File: config.mk
export PLATFORM = sky130hd
export DESIGN_NAME = cube_shell_walk_address
export DESIGN_NICKNAME = d
export VERILOG_FILES = /design/src/csw_pkg.sv /design/src/csw_ctrl.sv /design/src/csw_dp.sv /design/src/cube_shell_walk_address.sv
export SDC_FILE = /design/constraint.sdc
export NUM_CORES = 1
export LEC_CHECK = 0
export BUFFER_PORTS_ARGS = -buffer_cell sky130_fd_sc_hd__buf_2
export CELL_PAD_IN_SITES_DETAIL_PLACEMENT = 1
export CELL_PAD_IN_SITES_GLOBAL_PLACEMENT = 2
export CORE_ASPECT_RATIO = 2
export CORE_MARGIN = 5
export CORE_UTILIZATION = 37
export CTS_BUF_LIST = sky130_fd_sc_hd__clkbuf_8
export CTS_CLUSTER_DIAMETER = 60
export CTS_CLUSTER_SIZE = 25
export DETAILED_ROUTE_END_ITERATION = 8
export PLACE_DENSITY = 0.91
export SLEW_MARGIN = 20
export SYNTH_ARGS = -nofsm -noshare
export SYNTH_HDL_FRONTEND = slang
export SYNTH_SLANG_ARGS = --single-unit
File: constraint.sdc
create_clock -name clk -period 5.7 [get_ports clk]
set_clock_uncertainty 0.2 [all_clocks]
set_input_delay 0.57 -clock clk [delete_from_list [all_inputs] [get_ports clk]]
set_output_delay 0.57 -clock clk [all_outputs]
set_load 0.005 [all_outputs]
File: src/csw_pkg.sv
// Shared types and constants for the cube shell walk address block.
// Used by the controller, the datapath and the top level; depends on nothing.
package csw_pkg;

  localparam int COORD_W = 6;   // signed cell offset
  localparam int LAYER_W = 6;   // shell number, 0..32
  localparam int STEP_W  = 18;  // remaining step count
  localparam int HALF_W  = 5;   // half extent register
  localparam int SIDE_W  = 7;   // store side 2H+3
  localparam int POS_W   = 6;   // padded coordinate x+H+1
  localparam int ROW_W   = 13;  // px*S + py
  localparam int INDEX_W = 19;  // linear store index

  // Commands from the controller to the datapath.
  typedef struct packed {
    logic load;   // capture an accepted word
    logic fail;   // mark the query as not found
    logic step;   // advance one cell in shell order
    logic mul1;   // row product px*S + py
    logic mul2;   // full index row*S + pz
    logic push;   // move the result into the output register
  } csw_cmd_t;

  // Status from the datapath to the controller.
  typedef struct packed {
    logic reject;      // zero steps or start shell beyond H
    logic steps_zero;  // no steps left
    logic last_step;   // exactly one step left
    logic exit_walk;   // next step would leave the outer shell
    logic out_free;    // output register can take a result
  } csw_status_t;

endpackage

File: src/csw_ctrl.sv
// Controller state machine for the cube shell walk address block.
// Depends on csw_pkg for the command and status structs.
module csw_ctrl import csw_pkg::*; (
  input  logic        clk,
  input  logic        rst_n,
  input  logic        in_tvalid,
  output logic        in_tready,
  input  csw_status_t status,
  output csw_cmd_t    cmd
);

  typedef enum logic [5:0] {
    S_IDLE = 6'b000001,
    S_EVAL = 6'b000010,
    S_WALK = 6'b000100,
    S_MUL1 = 6'b001000,
    S_MUL2 = 6'b010000,
    S_OUT  = 6'b100000
  } csw_state_t;

  csw_state_t state_r, state_nxt;

  // State register.
  always_ff @(posedge clk) begin
    if (!rst_n) begin
      state_r <= S_IDLE;
    end else begin
      state_r <= state_nxt;
    end
  end

  assign in_tready = (state_r == S_IDLE);

  // Next state and commands.
  always_comb begin
    state_nxt = state_r;
    cmd       = '0;
    case (state_r)
      S_IDLE: begin
        if (in_tvalid) begin
          cmd.load  = 1'b1;
          state_nxt = S_EVAL;
        end
      end
      S_EVAL: begin
        if (status.reject) begin
          cmd.fail  = 1'b1;
          state_nxt = S_OUT;
        end else if (status.steps_zero) begin
          state_nxt = S_MUL1;
        end else begin
          state_nxt = S_WALK;
        end
      end
      S_WALK: begin
        if (status.exit_walk) begin
          cmd.fail  = 1'b1;
          state_nxt = S_OUT;
        end else begin
          cmd.step = 1'b1;
          if (status.last_step) begin
            state_nxt = S_MUL1;
          end
        end
      end
      S_MUL1: begin
        cmd.mul1  = 1'b1;
        state_nxt = S_MUL2;
      end
      S_MUL2: begin
        cmd.mul2  = 1'b1;
        state_nxt = S_OUT;
      end
      S_OUT: begin
        if (status.out_free) begin
          cmd.push  = 1'b1;
          state_nxt = S_IDLE;
        end
      end
      default: begin
        state_nxt = S_IDLE;
      end
    endcase
  end

endmodule

File: src/csw_dp.sv
// Datapath for the cube shell walk address block: walk registers, index
// multiplier steps and the output register. Depends on csw_pkg.
module csw_dp import csw_pkg::*; #(
  parameter int MAX_HALF_EXTENT = 31
) (
  input  logic                      clk,
  input  logic                      rst_n,
  input  logic [HALF_W-1:0]         half_extent,
  input  logic                      in_from_centre,
  input  logic signed [COORD_W-1:0] in_start_x,
  input  logic signed [COORD_W-1:0] in_start_y,
  input  logic signed [COORD_W-1:0] in_start_z,
  input  logic [STEP_W-1:0]         in_step_count,
  input  csw_cmd_t                  cmd,
  output csw_status_t               status,
  input  logic                      out_tready,
  output logic                      out_valid,
  output logic                      out_found,
  output logic signed [COORD_W-1:0] out_cell_x,
  output logic signed [COORD_W-1:0] out_cell_y,
  output logic signed [COORD_W-1:0] out_cell_z,
  output logic [INDEX_W-1:0]        out_cell_index
);

  localparam logic [7:0]        MAX_H8 = 8'(MAX_HALF_EXTENT);
  localparam logic [HALF_W-1:0] MAX_H5 = HALF_W'(MAX_HALF_EXTENT);

  logic signed [COORD_W-1:0] x_r, y_r, z_r;
  logic [LAYER_W-1:0]        layer_r;
  logic [STEP_W-1:0]         steps_r;
  logic [HALF_W-1:0]         h_r;
  logic                      zero_r;
  logic                      fail_r;
  logic [ROW_W-1:0]          row_r;
  logic [INDEX_W-1:0]        index_r;

  logic                      out_valid_r;
  logic                      out_found_r;
  logic signed [COORD_W-1:0] out_x_r, out_y_r, out_z_r;
  logic [INDEX_W-1:0]        out_index_r;

  // Start cell and its shell number.
  logic signed [COORD_W-1:0] sx, sy, sz;
  logic [LAYER_W-1:0]        ax, ay, az, start_layer;

  always_comb begin
    if (in_from_centre) begin
      sx = '0;
      sy = '0;
      sz = '0;
    end else begin
      sx = in_start_x;
      sy = in_start_y;
      sz = in_start_z;
    end
    ax = sx[COORD_W-1] ? LAYER_W'(-sx) : LAYER_W'(sx);
    ay = sy[COORD_W-1] ? LAYER_W'(-sy) : LAYER_W'(sy);
    az = sz[COORD_W-1] ? LAYER_W'(-sz) : LAYER_W'(sz);
    start_layer = ax;
    if (ay > start_layer) start_layer = ay;
    if (az > start_layer) start_layer = az;
  end

  // Shell-order step on seven-bit signed values.
  logic signed [COORD_W:0] x7, y7, z7, lay7, nlay7;
  logic                    z_below, y_below, x_below, on_face;
  logic [LAYER_W-1:0]      layer_inc;

  always_comb begin
    x7        = {x_r[COORD_W-1], x_r};
    y7        = {y_r[COORD_W-1], y_r};
    z7        = {z_r[COORD_W-1], z_r};
    lay7      = {1'b0, layer_r};
    nlay7     = -lay7;
    z_below   = (z7 < lay7);
    y_below   = (y7 < lay7);
    x_below   = (x7 < lay7);
    on_face   = (x7 == lay7) || (x7 == nlay7) || (y7 == lay7) || (y7 == nlay7);
    layer_inc = layer_r + LAYER_W'(1);
  end

  // Padded coordinates and store side.
  logic [SIDE_W-1:0]   side;
  logic [POS_W-1:0]    px, py, pz;
  logic [ROW_W-1:0]    row_nxt;
  logic [ROW_W+SIDE_W-1:0] full_prod;

  always_comb begin
    side      = {1'b0, h_r, 1'b0} + SIDE_W'(3);
    px        = POS_W'(x7 + $signed({2'b0, h_r}) + 7'sd1);
    py        = POS_W'(y7 + $signed({2'b0, h_r}) + 7'sd1);
    pz        = POS_W'(z7 + $signed({2'b0, h_r}) + 7'sd1);
    row_nxt   = ROW_W'(px) * ROW_W'(side) + ROW_W'(py);
    full_prod = row_r * side;
  end

  // Walk registers.
  always_ff @(posedge clk) begin
    if (cmd.load) begin
      x_r     <= sx;
      y_r     <= sy;
      z_r     <= sz;
      layer_r <= start_layer;
      zero_r  <= (in_step_count == '0);
      steps_r <= (in_from_centre && in_step_count != '0) ?
                 in_step_count - STEP_W'(1) : in_step_count;
      h_r     <= ({3'b0, half_extent} > MAX_H8) ? MAX_H5 : half_extent;
    end else if (cmd.step) begin
      steps_r <= steps_r - STEP_W'(1);
      if (z_below) begin
        z_r <= on_face ? z_r + COORD_W'(1) : COORD_W'(lay7);
      end else if (y_below) begin
        y_r <= y_r + COORD_W'(1);
        z_r <= COORD_W'(nlay7);
      end else if (x_below) begin
        x_r <= x_r + COORD_W'(1);
        y_r <= COORD_W'(nlay7);
        z_r <= COORD_W'(nlay7);
      end else begin
        layer_r <= layer_inc;
        x_r     <= -COORD_W'(layer_inc);
        y_r     <= -COORD_W'(layer_inc);
        z_r     <= -COORD_W'(layer_inc);
      end
    end
  end

  // Not-found flag, cleared per query.
  always_ff @(posedge clk) begin
    if (!rst_n) begin
      fail_r <= 1'b0;
    end else if (cmd.load) begin
      fail_r <= 1'b0;
    end else if (cmd.fail) begin
      fail_r <= 1'b1;
    end
  end

  // Index multiply in two registered steps.
  always_ff @(posedge clk) begin
    if (cmd.mul1) begin
      row_r <= row_nxt;
    end
    if (cmd.mul2) begin
      index_r <= INDEX_W'(full_prod) + INDEX_W'(pz);
    end
  end

  // Output register; frees the walk side while a result waits.
  always_ff @(posedge clk) begin
    if (!rst_n) begin
      out_valid_r <= 1'b0;
    end else if (cmd.push) begin
      out_valid_r <= 1'b1;
    end else if (out_tready) begin
      out_valid_r <= 1'b0;
    end
  end

  always_ff @(posedge clk) begin
    if (cmd.push) begin
      out_found_r <= !fail_r;
      out_x_r     <= fail_r ? '0 : x_r;
      out_y_r     <= fail_r ? '0 : y_r;
      out_z_r     <= fail_r ? '0 : z_r;
      out_index_r <= fail_r ? '0 : index_r;
    end
  end

  // Status toward the controller.
  always_comb begin
    status.reject     = zero_r || (layer_r > {1'b0, h_r});
    status.steps_zero = (steps_r == '0);
    status.last_step  = (steps_r == STEP_W'(1));
    status.exit_walk  = !z_below && !y_below && !x_below && (layer_r == {1'b0, h_r});
    status.out_free   = !out_valid_r || out_tready;
  end

  assign out_valid      = out_valid_r;
  assign out_found      = out_found_r;
  assign out_cell_x     = out_x_r;
  assign out_cell_y     = out_y_r;
  assign out_cell_z     = out_z_r;
  assign out_cell_index = out_index_r;

endmodule

File: src/cube_shell_walk_address.sv
// Top level of the cube shell walk address block: half extent register,
// controller and datapath. Depends on csw_pkg, csw_ctrl and csw_dp.
//
//   channel  | direction | tdata / tuser contents
//   ---------+-----------+--------------------------------------------------
//   in_      | slave     | tdata: start_x, start_y, start_z, step_count
//            |           | tuser: from_centre
//   out_     | master    | tdata: cell_x, cell_y, cell_z, cell_index
//            |           | tuser: found
//   cfg_     | write     | cfg_wr_data: half_extent, taken when cfg_wr_en
//
// After acceptance, a found result word passes through the check state, the walk
// states that take one cell per walk cycle, the row and index multiply steps and
// the output handoff. The next word is taken in the idle state that follows the
// handoff. A rejected query goes from the check straight to the handoff; a walk
// that leaves the outer shell goes from the walk state to the handoff.
// Reset (rst_n low, synchronous) sets half_extent to 4 and empties the
// output. A stalled output holds its word and blocks only the next handoff.
module cube_shell_walk_address import csw_pkg::*; #(
  parameter int MAX_HALF_EXTENT = 31
) (
  input  logic              clk,
  input  logic              rst_n,
  // Input word.
  input  logic              in_tvalid,
  output logic              in_tready,
  input  logic [39:0]       in_tdata,   // start_x[5:0], start_y[11:6],
                                        // start_z[17:12], step_count[35:18]
  input  logic              in_tuser,   // from_centre[0]
  // Result word.
  output logic              out_tvalid,
  input  logic              out_tready,
  output logic [39:0]       out_tdata,  // cell_x[5:0], cell_y[11:6],
                                        // cell_z[17:12], cell_index[36:18]
  output logic              out_tuser,  // found[0]
  // Configuration.
  input  logic              cfg_wr_en,
  input  logic [HALF_W-1:0] cfg_wr_data
);

  logic [HALF_W-1:0]         half_extent_r;
  csw_cmd_t                  cmd;
  csw_status_t               status;
  logic                      found;
  logic signed [COORD_W-1:0] cell_x, cell_y, cell_z;
  logic [INDEX_W-1:0]        cell_index;

  // Half extent register.
  always_ff @(posedge clk) begin
    if (!rst_n) begin
      half_extent_r <= HALF_W'(4);
    end else if (cfg_wr_en) begin
      half_extent_r <= cfg_wr_data;
    end
  end

  csw_ctrl u_ctrl (
    .clk       (clk),
    .rst_n     (rst_n),
    .in_tvalid (in_tvalid),
    .in_tready (in_tready),
    .status    (status),
    .cmd       (cmd)
  );

  csw_dp #(
    .MAX_HALF_EXTENT (MAX_HALF_EXTENT)
  ) u_dp (
    .clk            (clk),
    .rst_n          (rst_n),
    .half_extent    (half_extent_r),
    .in_from_centre (in_tuser),
    .in_start_x     (in_tdata[5:0]),
    .in_start_y     (in_tdata[11:6]),
    .in_start_z     (in_tdata[17:12]),
    .in_step_count  (in_tdata[35:18]),
    .cmd            (cmd),
    .status         (status),
    .out_tready     (out_tready),
    .out_valid      (out_tvalid),
    .out_found      (found),
    .out_cell_x     (cell_x),
    .out_cell_y     (cell_y),
    .out_cell_z     (cell_z),
    .out_cell_index (cell_index)
  );

  // Pack the result word.
  assign out_tuser = found;
  assign out_tdata = {3'b000, cell_index, cell_z, cell_y, cell_x};

endmodule

==> results.sh, run 1 <==
export IMPL_avgRoutedWirePerCell_um=20.1
export IMPL_crit_fanout=4
export IMPL_post_drt_via_cell_ratio=5.36
export IMPL_synth_edf_count=118
export IMPL_hold_viol_final=0
export IMPL_netlist_instances=1384
export IMPL_min_path_type="in2reg"
export IMPL_ys_flop_type="edfxtp_1"
export IMPL_outcome="complete, but fails checks"
export IMPL_rows=97
export IMPL_rsz0062_at_grt="yes"
export IMPL_synth_cell_types=77
export IMPL_slew_limit_headroom=0.265
export IMPL_cts_buffer_depth=2
export IMPL_clk_pin_slew_ns=0.09
export IMPL_clkLatencyLatePin_ns=0.52
export IMPL_dr_pass1_iters=5
export IMPL_synthTopCellsByCount="inv_1, ha_1, nor2_1, edfxtp_1, nand2_1"
export IMPL_ys_warn_count=0
export IMPL_layout_setup_ws_ns=-0.0282
export IMPL_synth_seq_cells=131
export IMPL_grt_pass1_wl_um=61500
export IMPL_antenna_left=0
export IMPL_setup_viol=1
export IMPL_grt_pass1_vias=12100
export IMPL_synth_compound_area_frac=0.0991
export IMPL_synth_area_per_cell_sq_um=9.41
export IMPL_synth_top_cell_area_share=0.272
export IMPL_wirelength_um=40500
export IMPL_die_w_um=143
export IMPL_final_cells=2016
export IMPL_boundaryPins=94
export IMPL_ys_async_sr_fraction=0
export IMPL_synth_mux_area_frac=0.0182
export IMPL_dp_final_hpwl_um=32200
export IMPL_layout_nets=1832
export IMPL_max_freq_ghz=0.175
export IMPL_synth_top_family_by_area="adder cells"
export IMPL_post_synth_top_count_cell="inv_1"
export IMPL_worst_endpoint_required_ns=5.77
export IMPL_htreeDepth=4
export IMPL_dieArea_sq_um=39300
export IMPL_drc=0
export IMPL_startpoint_type="flip-flop"
export IMPL_cts_made_buffers=17
export IMPL_post_place_ws_ns=-0.354
export IMPL_drt_initial_drc_count=335
export IMPL_worst_slew_pin_slew_ns=1.10
export IMPL_synthSimpleGateAreaFrac=0.178
export IMPL_cts_tree="done"
export IMPL_grt_max_degree=46
export IMPL_synthAdderAreaFrac=0.265
export IMPL_core_area_sq_um=35000
export IMPL_synth_area_leaders="edfxtp_1, ha_1, fa_1, xnor2_1, inv_1"
export IMPL_crit_type="reg2reg"
export IMPL_netlist_area_sq_um=13000
export IMPL_die_y_um=275
export IMPL_final_layout_size_suffix_gt1_frac=0.203
export IMPL_area_delta_synth_final_pct=19.4
export IMPL_cap_violations=0
export IMPL_holdBufCountCts=0
export IMPL_yosysSeqAreaShare=0.292
export IMPL_root_buffer="clkbuf_8"
export IMPL_min_period_over_period=1.00
export IMPL_vias=10800
export IMPL_gp_congestion=0.921
export IMPL_crit_path_end_kind="flip-flop"
export IMPL_gr_usage_all_layers=0.203
export IMPL_portBuffers=86
export IMPL_grt_remaining_overflow=0
export IMPL_start_util=0.372
export IMPL_fillCellCount=4041
export IMPL_critPathArrivalTime_ns=5.80
export IMPL_placed_cells=1966
export IMPL_violations="setup timing"
export IMPL_period_minus_slack_ns=5.73
export IMPL_grt_antenna_before_repair=1
export IMPL_cts_sinks=131
export IMPL_synth_xor_area_share=0.0823
export IMPL_slew_viol_final=0
export IMPL_synth_largest_area_cell="edfxtp_1"
[sequential cells by signal, summed over array words and instances (netlist names), 13 cells and up]
signal,flops
u_dp.row_r,13
u_dp.out_cell_index,19
u_dp.steps_r,18
u_dp.index_r,19
[layout by cell type (no fill, tap or decap), types with 7 or more instances in the layout]
master,Yosys,layout
o21ai_0,40,34
a31oi_1,7,7
nand2b_1,12,12
dfxtp_1,13,13
a21oi_2,0,10
mux2i_1,18,18
nand2_1,110,103
o21a_1,9,9
nor3_1,20,18
fa_1,86,82
inv_1,175,168
buf_2,5,86
and2_1,41,37
inv_2,0,9
a21o_1,13,13
a211oi_1,13,13
buf_4,3,103
nand3_1,32,29
nor2b_1,56,54
clkbuf_8,0,17
xnor2_1,85,78
o21ai_1,7,12
edfxtp_1,118,118
ha_1,138,123
xor2_1,32,30
or3_1,8,8
nor2_1,134,133
a21oi_1,52,41
nor4_1,12,12
ha_4,0,12
[path summary, 6_finish.rpt]
path	from	endpoint	slack, ns	depth (start not counted)
setup / recovery	u_dp.h_r[1]$_DFFE_PP_	u_dp.row_r[10]$_DFFE_PN_	-0.03	21
hold / removal	cfg_wr_data[2]	half_extent_r[2]$_SDFFE_PN1P_	0.08	3
setup reg to reg	u_dp.h_r[1]$_DFFE_PP_	u_dp.row_r[10]$_DFFE_PN_	-0.03	21
hold reg to reg	u_dp.fail_r$_SDFFE_PP0P_	u_dp.fail_r$_SDFFE_PP0P_	0.28	2
[repair_timing]
item / 4_1_cts / 5_1_grt
pin swaps: 18 / 63
gates cloned: 0 / 0
setup endpoints to repair: 9 / 10
resized for setup: 38 / 58
buffers inserted: 7 / 11
[worst max-delay path, stage by stage (launching register included)]
cell	delay, ns
edfxtp_1	0.51
buf_6	0.18
ha_4	0.23
inv_2	0.06
o21bai_1	0.06
a21o_1	0.21
a21o_1	0.17
a21oi_2	0.17
xnor2_2	0.19
fa_1	0.50
fa_1	0.57
inv_2	0.04
fa_1	0.50
inv_2	0.04
fa_1	0.54
inv_2	0.05
ha_4	0.21
or3_1	0.37
o211a_1	0.16
a41oi_2	0.27
nor2b_4	0.21
xnor2_2	0.06
[area by class of cell]
class                      instances  area [sq um]  area share
antenna                            1          2.50    0.000161
clock buffer                      17           234      0.0150
clock inverter                    15           158      0.0101
inverter                         177           667      0.0429
multi-input combinational       1035          8850       0.569
sequential                       131          3800       0.245
tap                              445           557      0.0358
timing repair buffer             195          1280      0.0823
[per-layer routing]
metal	global-route usage	wire [um]
met1	0.163	12300
met2	0.415	24100
met3	0.0284	1120
met4	0.157	2960
met5	0	0
[kinds of logic (layout without fill, tap and decap cells)]
| family | count (synthesis) | after routing |
|---|---|---|
| compound gates | 197 | 197 |
| xor+xnor | 119 | 119 |
| fa+ha+maj | 224 | 224 |
| buf+inv | 220 | 404 |
| flops | 131 | 131 |
| mux | 23 | 23 |
| other cells | 1 | 4 |
| simple gates | 469 | 469 |
[through the flow]
step,cell area (sq um),utilization,hold slack (ns),setup TNS (ns)
after floorplan,13000,-,0.208,0
after global placement,14500,0.416,0.254,-1.03
after detailed placement,14500,0.416,0.252,-2.01
after CTS,15200,0.434,0.0551,0
after global routing,15500,0.445,0.0775,-0.651
final,15500,0.445,0.0791,-0.0282
Power of run 1 is not shown: default switching activity piles up to over one toggle a cycle in this logic, so the estimate is an artifact.
==> run 2, diff against run 1 <==
Settings changed: CELL_PAD_IN_SITES_DETAIL_PLACEMENT 1 to 2.
==> results.sh, run 2 (same netlist as run 1, synthesis figures left out) <==
export IMPL_rsz0062_at_grt="yes"
export IMPL_grt_pass1_vias=13900
export IMPL_drt_initial_drc_count=723
export IMPL_worst_r2r_cell_count=22
export IMPL_dpl_instance_area_sq_um=14500
export IMPL_clk_pin_slew_ns=0.12
export IMPL_outcome="complete, but fails checks"
export IMPL_startpoint_type="flip-flop"
export IMPL_rows=97
export IMPL_setup_viol=17
export IMPL_vias=12300
export IMPL_cp_num_cells=22
export IMPL_final_layout_size_suffix_gt1_frac=0.228
export IMPL_wirelength_um=62900
export IMPL_crit_path_end_kind="flip-flop"
export IMPL_core_area_sq_um=35000
export IMPL_worst_endpoint_required_ns=5.80
export IMPL_dr_pass1_iters=5
export IMPL_start_util=0.372
export IMPL_post_route_cell_area_sq_um=15800
export IMPL_antenna_left=0
export IMPL_path_cells="buf_6, inv_2, fa_2, nor2b_2, o21ai_1, nand2b_1, xnor2_2, inv_2, nand2_2, fa_2, fa_1, inv_2, fa_1, inv_2, fa_1, inv_2, ha_4, or3_4, o211a_4, a41oi_4, nor2b_4, xnor2_1"
export IMPL_rr_startpoint="u_dp.h_r[1]$_DFFE_PP_"
export IMPL_crit_top_cell="inv_2"
export IMPL_violations="setup timing"
export IMPL_grt_pass1_wl_um=87100
export IMPL_min_path_type="in2reg"
export IMPL_die_y_um=275
export IMPL_cts_sinks=131
export IMPL_grt_antenna_before_repair=2
export IMPL_drc=0
export IMPL_min_period_over_period=1.15
export IMPL_avgRoutedWirePerCell_um=30.9
export IMPL_dp_final_hpwl_um=39600
export IMPL_layout_setup_ws_ns=-0.879
export IMPL_slew_viol_final=0
export IMPL_hold_viol_final=0
export IMPL_slew_limit_headroom=0.237
export IMPL_max_freq_ghz=0.152
export IMPL_layout_nets=1847
export IMPL_cap_violations=0
export IMPL_r2r_slack_ns=-0.88
export IMPL_boundaryPins=94
export IMPL_gp_congestion=0.921
export IMPL_root_buffer="clkbuf_8"
export IMPL_period_minus_slack_ns=6.58
export IMPL_htreeDepth=4
export IMPL_crit_slowest_cell="fa_1"
export IMPL_layout_commonest_cell="inv_1"
export IMPL_critPathArrivalTime_ns=6.68
export IMPL_hold_path_depth=3
export IMPL_grt_remaining_overflow=0
export IMPL_gr_usage_all_layers=0.299
export IMPL_max_stage_delay_ns=0.65
export IMPL_portBuffers=86
export IMPL_path_buf_inv=6
export IMPL_cts_buffer_depth=2
export IMPL_grt_max_degree=46
export IMPL_worst_slew_pin_slew_ns=1.13
export IMPL_startpoint="u_dp.h_r[1]$_DFFE_PP_"
export IMPL_mostFrequentLayoutCells="inv_1, nor2_1, ha_1, buf_4, edfxtp_1"
export IMPL_post_drt_via_cell_ratio=6.04
export IMPL_crit_type="reg2reg"
export IMPL_area_delta_synth_final_pct=21.5
export IMPL_dieArea_sq_um=39300
export IMPL_die_w_um=143
export IMPL_min_from="cfg_wr_data[2]"
export IMPL_cts_tree="done"
export IMPL_crit_fanout=3
export IMPL_path_delay_family="adder cells"
export IMPL_holdWs_ns=0.0448
export IMPL_cts_made_buffers=17
export IMPL_clkLatencyLatePin_ns=0.56
run 2: repair_timing:
item	in CTS	in global routing
endpoints found under the setup margin	15	15
hold buffers	0	0
gates resized for setup	83	47
pin swaps	44	27
buffers inserted	21	11
run 2: layout make-up:
type	instances	area (sq um)
multi-input combinational	1035	8990
clock inverter	14	156
tap	445	557
fill	3800	19100
timing repair buffer	210	1390
sequential	131	3800
antenna	2	5.00
inverter	177	668
clock buffer	18	248
run 2: worst min-delay path, cell delays in order:
cell	delay, ns
buf_2	0.08
mux2i_1	0.06
nand2_1	0.06
run 2: layer usage:
| layer | routed length [um] | vias up | track usage |
|---|---|---|---|
| li1 | - | 5040 | - |
| met1 | 19200 | 6216 | 0.259 |
| met2 | 33700 | 651 | 0.561 |
| met3 | 3370 | 371 | 0.0633 |
| met4 | 6610 | 2 | 0.260 |
| met5 | 14 | - | 0 |
run 2: path summary, 6_finish.rpt:
| kind | endpoint |
|---|---|
| max reg2reg | u_dp.row_r[10]$_DFFE_PN_ |
| max | u_dp.row_r[10]$_DFFE_PN_ |
| min reg2reg | u_dp.h_r[4]$_DFFE_PP_ |
| min | half_extent_r[2]$_SDFFE_PN1P_ |
run 2: per-stage QoR:
stage / util / setup slack (ns) / cells / setup TNS (ns)
3_5_place_dp: 0.416 / -0.586 / 1966 / -4.35
3_3_place_gp: 0.416 / -0.296 / 1966 / -1.03
6_report: 0.453 / -0.879 / 2032 / -7.91
4_1_cts: 0.444 / -0.0919 / 2018 / -0.154
2_1_floorplan: - / 0.000795 / 1386 / 0
5_1_grt: 0.452 / -0.903 / 2031 / -8.60
Power of run 2 is left out for the same reason.
